--- src/sgnc_pkg.sv ---
// Package of shared constants, register codes and helper functions for the grid node converter.
`default_nettype none
package sgnc_pkg;

    localparam int INDEX_BITS_DEF    = 10;
    localparam int CORDIC_STAGES_DEF = 20;

    localparam int PI_Q20      = 3294199;
    localparam int TWO_PI_Q20  = 6588397;
    localparam int HALF_PI_Q20 = 1647099;

    // Width of the CORDIC datapath, Q30 with headroom.
    localparam int CW = 34;
    localparam logic signed [CW-1:0] CORDIC_GAIN = CW'(32'sh26DD3B6A);

    localparam logic        RST_PATCH   = 1'b0;
    localparam logic [31:0] RST_RSTART  = 32'h0;
    localparam logic [31:0] RST_RSTEP   = 32'h0;
    localparam logic [23:0] RST_PSTART  = 24'd823550;
    localparam logic [23:0] RST_PSTEP   = 24'h0;
    localparam logic [23:0] RST_ASTART  = 24'hDA4D07;
    localparam logic [23:0] RST_ASTEP   = 24'h0;

    typedef enum logic [2:0] {
        REG_PATCH  = 3'd0,
        REG_RSTART = 3'd1,
        REG_RSTEP  = 3'd2,
        REG_PSTART = 3'd3,
        REG_PSTEP  = 3'd4,
        REG_ASTART = 3'd5,
        REG_ASTEP  = 3'd6
    } cfg_reg_t;

    function automatic logic [31:0] atan_q30(input int idx);
        logic [31:0] v;
        case (idx)
            0:  v = 32'h3243F6A8;
            1:  v = 32'h1DAC6705;
            2:  v = 32'h0FADBAFC;
            3:  v = 32'h07F56EA6;
            4:  v = 32'h03FEAB76;
            5:  v = 32'h01FFD55B;
            6:  v = 32'h00FFFAAA;
            7:  v = 32'h007FFF55;
            8:  v = 32'h003FFFEA;
            9:  v = 32'h001FFFFD;
            10: v = 32'h000FFFFF;
            11: v = 32'h0007FFFF;
            12: v = 32'h0003FFFF;
            13: v = 32'h0001FFFF;
            14: v = 32'h0000FFFF;
            15: v = 32'h00007FFF;
            16: v = 32'h00003FFF;
            17: v = 32'h00001FFF;
            18: v = 32'h00000FFF;
            19: v = 32'h000007FF;
            20: v = 32'h000003FF;
            21: v = 32'h000001FF;
            22: v = 32'h000000FF;
            23: v = 32'h0000007F;
            24: v = 32'h0000003F;
            25: v = 32'h0000001F;
            26: v = 32'h0000000F;
            27: v = 32'h00000008;
            28: v = 32'h00000004;
            29: v = 32'h00000002;
            default: v = 32'h0;
        endcase
        return v;
    endfunction

    function automatic logic [31:0] sat_q16(input logic signed [39:0] v);
        logic [31:0] r;
        if (v > 40'sh007FFFFFFF)
            r = 32'h7FFFFFFF;
        else if (v < -40'sh0080000000)
            r = 32'h80000000;
        else
            r = v[31:0];
        return r;
    endfunction

endpackage
`default_nettype wire

--- src/sgnc_mod_cell.sv ---
// One step of the angle reduction chain: conditional subtract of a shifted 2*pi.
`default_nettype none
module sgnc_mod_cell #(
    parameter int W     = 36,
    parameter int SHIFT = 0
) (
    input  wire logic         clk,
    input  wire logic         en,
    input  wire logic [W-1:0] mag_in,
    output logic      [W-1:0] mag_reg
);
    import sgnc_pkg::*;

    localparam logic [W-1:0] MOD_VAL = W'(TWO_PI_Q20) << SHIFT;

    logic [W-1:0] mag_next;

    always_comb
    begin
        if (mag_in >= MOD_VAL)
            mag_next = mag_in - MOD_VAL;
        else
            mag_next = mag_in;
    end

    always_ff @(posedge clk)
    begin
        if (en)
            mag_reg <= mag_next;
    end
endmodule
`default_nettype wire

--- config.mk ---
export PLATFORM = sky130hd
export DESIGN_NAME = sgnc_mod_cell
export DESIGN_NICKNAME = d
export VERILOG_FILES = /design/src/sgnc_pkg.sv /design/src/sgnc_mod_cell.sv
export SDC_FILE = /design/constraint.sdc
export NUM_CORES = 1
export LEC_CHECK = 0
export ABC_AREA = 1
export BUFFER_PORTS_ARGS = -buffer_cell sky130_fd_sc_hd__buf_2
export CORE_MARGIN = 5
export CORE_UTILIZATION = 55
export DETAILED_ROUTE_END_ITERATION = 8
export GPL_TIMING_DRIVEN = 0
export HOLD_SLACK_MARGIN = 0.02
export PLACE_DENSITY = 0.84
export SYNTH_ARGS = -nofsm -noshare
export SYNTH_HDL_FRONTEND = slang
export SYNTH_SLANG_ARGS = --single-unit
--- constraint.sdc ---
create_clock -name clk -period 3.2 [get_ports clk]
set_clock_uncertainty 0.15 [all_clocks]
set_input_delay 0.32 -clock clk [delete_from_list [all_inputs] [get_ports clk]]
set_output_delay 0.32 -clock clk [all_outputs]
set_load 0.03 [all_outputs]
==> results.md <==
- Final instance area: between 3000 and 4000 um^2
- Share of post-route cells with drive strength above 1: a little over a fifth
- Pre-CTS WS: 0.753 ns
- DRT Pass-1 Iters: 5
- ANT cells: 0
- Slew @ Worst Pin: approximately 0.87 ns
- Worst setup path category: in -> reg
- Min cycle time layout: ~2.2 ns
- Resized cells post-CTS: 0
- CTS Buf Count: 5
- Htree depth: 2
- Final ANT Viol Nets: 0
- Max FFs per register: 36
- Starting DRT DRC Count: between 200 and 250
- Worst setup path start: mag_in[1]
- Slew margin rel.: a little over two fifths
- Post-DP HPWL: between 7 and 8 mm
- Die Span X: between 80 and 90 um
- Worst Hold Slack: between 0.15 and 0.2 ns
- DRC Markers: 0
- TritonCTS clock tree: done
- Placeable Area: 5510 um^2
- Initial antenna violation count: 0
- Clock slew at reported path FFs: about 0.070 ns
- Syn_area_per_cell: approximately 6.6 um^2
- Share of the yosys chip area belonging to registers: a little over a third
- Setup TNS: 0 ns
- Hold Crit Class: in -> reg
- Routability cong.: about 0.92
- Max Slew Vio Count: 0
- Hold Vio Cnt, Final: 0
- Mapped Nets: 513
- I/O pin total: 74
- Pwr Density: 345 nW/um^2
- DR vias/cell: around 5.3
- Drt total wl: between 9 and 10 mm
- Die Y: 85.3 um
- Setup Buffers After CTS: 0
- IR drop worst, VDD: 0.000263 V
- Yosys warnings: 0
- Die footprint: ~7300 um^2
- Commonest non-fill, non-tap cell in the layout: nand2_1
- # Max-Cap Violations: 0
- Startpoint types: input pin
- Deepest clock path buffer count: 2
- Number of global-route vias before repair: about 3200
- Number of synthesized register bits: 36
- Initial Util: a little under three fifths
- Commonest non-fill, non-tap cells in the layout: 168 x nand2_1, 73 x buf_2, 66 x nor2_1
- CP arrival: a little over 2 ns
- Via count: between 3000 and 4000
- Leakage power total: ~1.8 nW
- Setup violations, final: 0
- Largest net degree at the start of global routing: 37
- # rows: 27
- Max Freq: about 0.46 GHz
- Total Nets Final: 591
- Global-route wire length before repair: 15.0 mm
- Critical path destination: mag_reg[29]
- Synth Instances: 473
- Crit-path max FO: 10
- Placed cell area: between 3000 and 4000 um^2
- Global route overflow: 0
- CP required: 3.08 ns
- WL per Instance: approximately 15 um
- CTS Sinks: 36
- P&R area growth vs syn: 16.8%
- CTS hold repair buffers: 0
- Final worst setup slack: approximately 1.0 ns
- Total GRT Usage: 26.2%
- Crit path capture type: flip-flop
- RSZ-0062 raised after global routing: false
- Outcome: finished clean
- IO Port Bufs: 71
- Post-Syn Area: a little over 3000 um^2
- Synth cell types: 26
- Clk root buf: clkbuf_8
- Tcrit/Tclk final: 68.1%
cell usage after synthesis, drive strengths merged:
cell	count	share of area, %
ha	2	0.80
nor2	73	9.7
and2	1	0.20
nand2	173	22
o21a	1	0.24
nand3	41	6.9
nor3	7	1.3
xnor2	1	0.28
a21oi	16	2.6
edfxtp	36	35
nand4	7	1.4
inv	69	8.3
xor2	17	4.8
o21ai	23	5.3
buf	6	1.9
final cells by class:
class | instances | area (um^2)
Tap cell | 72 | 90.1
Clock buffer | 6 | 72.6
Inverter | 69 | 259
Clock inverter | 1 | 5.00
Multi-Input combinational cell | 362 | 1720
Buffer | 6 | 58.8
Sequential cell | 36 | 1080
Timing Repair Buffer | 71 | 355
Fill cell | 519 | 1870
metal layers:
metal  share of wire (%)  global-route usage (%)  vias to the layer above
met5                   0                       0                        -
met4                 2.9                    9.93                        0
met3                 7.8                    4.27                       19
met2                  45                    42.1                      143
met1                  44                    35.2                     1457
li1                    -                       -                     1655
through the flow:
stage | util, % | power, mW | cells
finish | 66.1 | 1.26 | 623
global route | 66.1 | 1.33 | 623
CTS | 66.1 | 1.27 | 623
detailed placement | 64.7 | 0.952 | 616
global placement | 64.7 | 0.944 | 616
floorplan | - | 0.830 | 473
power by group:
part / internal, mW / switching [mW]
clock network: 0.148 / 0.165
logic: 0.103 / 0.257
registers: 0.573 / 0.00990
worst max-delay path, stage by stage:
cell and delay (ns):
buf_2 0.11, inv_1 0.13, ha_1 0.23, inv_1 0.07
nand2_2 0.10, inv_2 0.03, nand2_1 0.09, nand2_1 0.08
nand3_1 0.13, nand2_1 0.13, nand2_2 0.15, nand2_8 0.13
inv_2 0.25, a21oi_1 0.10
cells by family after synthesis:
logic type | count (synthesis) | share of synthesized area, %
AOI/OAI and AO/OA | 40 | 8.07
xor gates and xnor gates | 18 | 5.06
adders and majority gates | 2 | 0.803
buffers and inverters | 75 | 10.2
DFF | 36 | 34.7
and+or+nand+nor | 302 | 41.2
worst min path at each step:
stage                          start          end  cells after the start
after floorplan                   en   mag_reg[0]                      0
after global placement    mag_in[28]  mag_reg[28]                      3
after detailed placement  mag_in[28]  mag_reg[28]                      3
after CTS                 mag_in[28]  mag_reg[28]                      3
after global routing      mag_in[28]  mag_reg[28]                      3
final                     mag_in[28]  mag_reg[28]                      3
No activity file was read; power rests on OpenSTA's default activity.
