$ cat src/sgnc_pkg.sv
// Package of shared constants, register codes and helper functions for the grid node converter.
`default_nettype none
package sgnc_pkg;

    localparam int INDEX_BITS_DEF    = 10;
    localparam int CORDIC_STAGES_DEF = 20;

    localparam int PI_Q20      = 3294199;
    localparam int TWO_PI_Q20  = 6588397;
    localparam int HALF_PI_Q20 = 1647099;

    // Width of the CORDIC datapath, Q30 with headroom.
    localparam int CW = 34;
    localparam logic signed [CW-1:0] CORDIC_GAIN = CW'(32'sh26DD3B6A);

    localparam logic        RST_PATCH   = 1'b0;
    localparam logic [31:0] RST_RSTART  = 32'h0;
    localparam logic [31:0] RST_RSTEP   = 32'h0;
    localparam logic [23:0] RST_PSTART  = 24'd823550;
    localparam logic [23:0] RST_PSTEP   = 24'h0;
    localparam logic [23:0] RST_ASTART  = 24'hDA4D07;
    localparam logic [23:0] RST_ASTEP   = 24'h0;

    typedef enum logic [2:0] {
        REG_PATCH  = 3'd0,
        REG_RSTART = 3'd1,
        REG_RSTEP  = 3'd2,
        REG_PSTART = 3'd3,
        REG_PSTEP  = 3'd4,
        REG_ASTART = 3'd5,
        REG_ASTEP  = 3'd6
    } cfg_reg_t;

    function automatic logic [31:0] atan_q30(input int idx);
        logic [31:0] v;
        case (idx)
            0:  v = 32'h3243F6A8;
            1:  v = 32'h1DAC6705;
            2:  v = 32'h0FADBAFC;
            3:  v = 32'h07F56EA6;
            4:  v = 32'h03FEAB76;
            5:  v = 32'h01FFD55B;
            6:  v = 32'h00FFFAAA;
            7:  v = 32'h007FFF55;
            8:  v = 32'h003FFFEA;
            9:  v = 32'h001FFFFD;
            10: v = 32'h000FFFFF;
            11: v = 32'h0007FFFF;
            12: v = 32'h0003FFFF;
            13: v = 32'h0001FFFF;
            14: v = 32'h0000FFFF;
            15: v = 32'h00007FFF;
            16: v = 32'h00003FFF;
            17: v = 32'h00001FFF;
            18: v = 32'h00000FFF;
            19: v = 32'h000007FF;
            20: v = 32'h000003FF;
            21: v = 32'h000001FF;
            22: v = 32'h000000FF;
            23: v = 32'h0000007F;
            24: v = 32'h0000003F;
            25: v = 32'h0000001F;
            26: v = 32'h0000000F;
            27: v = 32'h00000008;
            28: v = 32'h00000004;
            29: v = 32'h00000002;
            default: v = 32'h0;
        endcase
        return v;
    endfunction

    function automatic logic [31:0] sat_q16(input logic signed [39:0] v);
        logic [31:0] r;
        if (v > 40'sh007FFFFFFF)
            r = 32'h7FFFFFFF;
        else if (v < -40'sh0080000000)
            r = 32'h80000000;
        else
            r = v[31:0];
        return r;
    endfunction

endpackage
`default_nettype wire

$ cat src/sgnc_cordic_cell.sv
// One rotation of the CORDIC chain in rotation mode.
`default_nettype none
module sgnc_cordic_cell #(
    parameter int STAGE = 0
) (
    input  wire logic                          clk,
    input  wire logic                          en,
    input  wire logic signed [sgnc_pkg::CW-1:0] x_in,
    input  wire logic signed [sgnc_pkg::CW-1:0] y_in,
    input  wire logic signed [sgnc_pkg::CW-1:0] z_in,
    output logic signed      [sgnc_pkg::CW-1:0] x_reg,
    output logic signed      [sgnc_pkg::CW-1:0] y_reg,
    output logic signed      [sgnc_pkg::CW-1:0] z_reg
);
    import sgnc_pkg::*;

    localparam logic signed [CW-1:0] ATAN_VAL = CW'(atan_q30(STAGE));

    logic signed [CW-1:0] x_next, y_next, z_next;
    logic signed [CW-1:0] xs, ys;

    always_comb
    begin
        xs = x_in >>> STAGE;
        ys = y_in >>> STAGE;
        if (!z_in[CW-1])
        begin
            x_next = x_in - ys;
            y_next = y_in + xs;
            z_next = z_in - ATAN_VAL;
        end
        else
        begin
            x_next = x_in + ys;
            y_next = y_in - xs;
            z_next = z_in + ATAN_VAL;
        end
    end

    always_ff @(posedge clk)
    begin
        if (en)
        begin
            x_reg <= x_next;
            y_reg <= y_next;
            z_reg <= z_next;
        end
    end
endmodule
`default_nettype wire

$ cat config.mk
export PLATFORM = sky130hd
export DESIGN_NAME = sgnc_cordic_cell
export DESIGN_NICKNAME = d
export VERILOG_FILES = /design/src/sgnc_pkg.sv /design/src/sgnc_cordic_cell.sv
export SDC_FILE = /design/constraint.sdc
export NUM_CORES = 1
export LEC_CHECK = 0
export ABC_AREA = 0
export BUFFER_PORTS_ARGS = -buffer_cell sky130_fd_sc_hd__buf_2
export CELL_PAD_IN_SITES_DETAIL_PLACEMENT = 1
export CELL_PAD_IN_SITES_GLOBAL_PLACEMENT = 2
export CORE_UTILIZATION = 37
export CTS_BUF_LIST = sky130_fd_sc_hd__clkbuf_4
export CTS_CLUSTER_SIZE = 24
export DETAILED_ROUTE_END_ITERATION = 8
export GPL_TIMING_DRIVEN = 0
export PLACE_DENSITY = 0.9
export SLEW_MARGIN = 20
export SYNTH_ARGS = -nofsm -noshare
export SYNTH_HDL_FRONTEND = slang
export SYNTH_SLANG_ARGS = --single-unit
export TNS_END_PERCENT = 1
$ cat constraint.sdc
create_clock -name clk -period 5.89 [get_ports clk]
set_clock_uncertainty 0.15 [all_clocks]
set_input_delay 0.2945 -clock clk [delete_from_list [all_inputs] [get_ports clk]]
set_output_delay 0.2945 -clock clk [all_outputs]
set_load 0.02 [all_outputs]
==> metrics <==
net count after synthesis=1454; pin count of the biggest net entering global routing=66; ANT nets after route=0; Slew HR=38.0%; Netlist cell types=68; EDFF count, synth=101; gr ovfl total=0; HPWL Detailed=31.4 mm; CTS tree=built; final setup fails=0; sequential area share after synthesis=29.0%; Hold Slack=0.114 ns; CP max stage cell=buf_2; worst slack, placed=0.865 ns; Multi-input gate area=0.00679 mm2; Root Driver=clkbuf_4; Fin Setup TNS=0 ns; initial drt markers=700; critical path fanouts, max=25; count leader, synth=ha_1; drt first pass iters=5; first-pass GRT wire length=59.4 mm; io pins=206; Synth Area per Inst=8.58 um2; period utilization=76.3%; DIE AREA=0.0289 mm2; WP depth=14; CP Capture Type=flop; Worst setup SP type=input port; dominant cell type by area after synthesis=edfxtp_1; max_cap viols=0; Largest stage delay, worst path=0.71 ns; aggregate global-route resource usage=26.9%; Placer Congestion=0.931; fmax=223 MHz; buffers and inverters on the worst path=5; Setup crit start=z_in[33]; gate count after technology mapping=1217; top post-synthesis cells by area=edfxtp_1 (29%), ha_1 (15%), a21oi_1 (5.8%), xnor2_1 (5.8%), inv_1 (4.1%); vias in the first global route=10700; clk sinks=101; mean routed wirelength per cell=21.4 um; Power Total=2.62 mW; Worst Path Required=6.02 ns; dpl cell area=0.0120 mm2; HP Class=input port to flop; WS Path Type=input port to flop; Worst-path clk slew=0.14 ns; Die W=170 um; most instantiated cells after synthesis=ha_1 (129), a21oi_1 (122), inv_1 (114); synthesized area=0.0104 mm2; post-route design area=0.0122 mm2; fillcell total=3490; crit-path cells=buf_2 -> clkbuf_1 -> inv_1 -> clkbuf_1 -> buf_2 -> ha_1 -> a211oi_1 -> o211ai_1 -> a41oi_1 -> a31oi_1 -> a2111oi_0 -> o41ai_1 -> a21oi_1 -> xnor2_1; Slew @ Worst Pin=0.929 ns; post-synth top area share=29.0%; register area=0.00303 mm2; Initial Utilization=37.6%; Core ar.=0.0278 mm2; Worst Setup Slack, final=1.40 ns; Die Y=170 um; Inserted Clock Buffers=9; Critical Path AT=4.62 ns; min Tclk post-route=4.49 ns; remaining routing DRC violations=0; layout cell share with drive strength beyond 1=16.7%; RSZ-0062 raised after global routing=no; setup bufs post-CTS=0; #FFs+latches synth=101; Critical path destination=z_reg[32]; top cell family by delay on the critical path=buffers and inverters; initial antenna violation count=3; clock tree buffer depth=2; YS warnings=0; Via density=5.74; Final Hold Vio Count=0; PwrDens=215 mW/mm2; worst vdd ir=0.0796 mV; asr flop ratio synth=0%; IO buf count=205; via count=10500; final slew viol count=0; layout net count=1678; Std-Cell Rows=61; status=complete, no violations; Total Routed Length=39.1 mm; Syn-to-layout area delta=16.7%; H-tree levels=3; Leak=5.40 nW; ys flop type=edfxtp_1
## tightest hold or removal path, stage by stage
cell and delay, ns:
buf_2 0.08, ha_1 0.18, xnor2_1 0.12
## cell usage in the layout, fill, tap and decap left out, types with 14 or more instances in the layout
cell type,netlist,final
buf_2,1,206
ha_1,129,129
a21oi_1,122,122
inv_1,114,114
edfxtp_1,101,101
nor2_1,92,92
o21ai_0,71,71
xnor2_1,69,69
nand2_1,68,68
a21o_1,39,39
clkbuf_1,33,33
nor3_1,25,25
o211ai_1,21,21
xor2_1,20,20
nand2b_1,17,17
a31oi_1,17,17
a211oi_1,16,16
o31ai_1,16,16
o21a_1,16,16
nand3_1,15,15
o21bai_1,15,15
nor2b_1,14,14
or3_1,14,14
## per-layer routing
| layer | up-vias | share of wire, % | wire [um] | GRT usage, % |
|---|---|---|---|---|
| met2 | 382 | 48 | 18800 | 47.5 |
| met1 | 5141 | 43 | 16800 | 33.1 |
| met5 | - | 0.033 | 13 | 0 |
| met4 | 2 | 3.2 | 1260 | 9.95 |
| li1 | 4894 | - | - | - |
| met3 | 64 | 5.8 | 2270 | 3.84 |
## through the flow
step | utilization, % | std cells
global placement | 43.0 | 1800
floorplan | - | 1217
global route | 43.8 | 1824
finish | 43.9 | 1826
detailed placement | 43.1 | 1801
CTS | 43.8 | 1823
## power by group
group / total [mW] / switching [mW] / internal [mW]
sequential: 0.983 / 0.0318 / 0.951
combinational: 1.24 / 0.812 / 0.431
clock: 0.396 / 0.270 / 0.126
## logic make-up (layout without fill, tap and decap cells)
| kind of cell | after synthesis | count (layout) | share of synthesized area [%] |
|---|---|---|---|
| and+or+nand+nor | 304 | 304 | 14.1 |
| DFF | 101 | 101 | 29.0 |
| AOI/OAI and AO/OA | 415 | 415 | 26.1 |
| adders and majority gates | 133 | 133 | 16.2 |
| other | 0 | 3 | 0 |
| xor gates and xnor gates | 89 | 89 | 7.46 |
| buffers and inverters | 163 | 391 | 5.91 |
| muxes | 12 | 12 | 1.16 |
## timing repair
item	in CTS	in global routing
hold endpoints to repair	22	0
hold buffers	7	0
endpoints found under the setup margin	0	0
gates resized for setup	0	0
## area by class of cell
type                            instances  area share [%]
Timing Repair Buffer                  213            9.27
Clock buffer                            9           0.554
Sequential cell                       101            24.9
Inverter                              115            3.54
Multi-Input combinational cell        953            55.8
Antenna cell                            3          0.0616
Tap cell                              378            3.88
Clock inverter                          6           0.513
Buffer                                 48            1.53
## worst min path at each step
stage	startpoint	to	cells past startpoint
floorplan	z_in[0]	z_reg[0]	0
global placement	z_in[2]	z_reg[2]	1
detailed placement	z_in[2]	z_reg[2]	1
CTS	z_in[32]	z_reg[32]	3
global route	z_in[29]	z_reg[29]	3
finish	z_in[32]	z_reg[32]	3
Power figures use the tool's default switching activity.
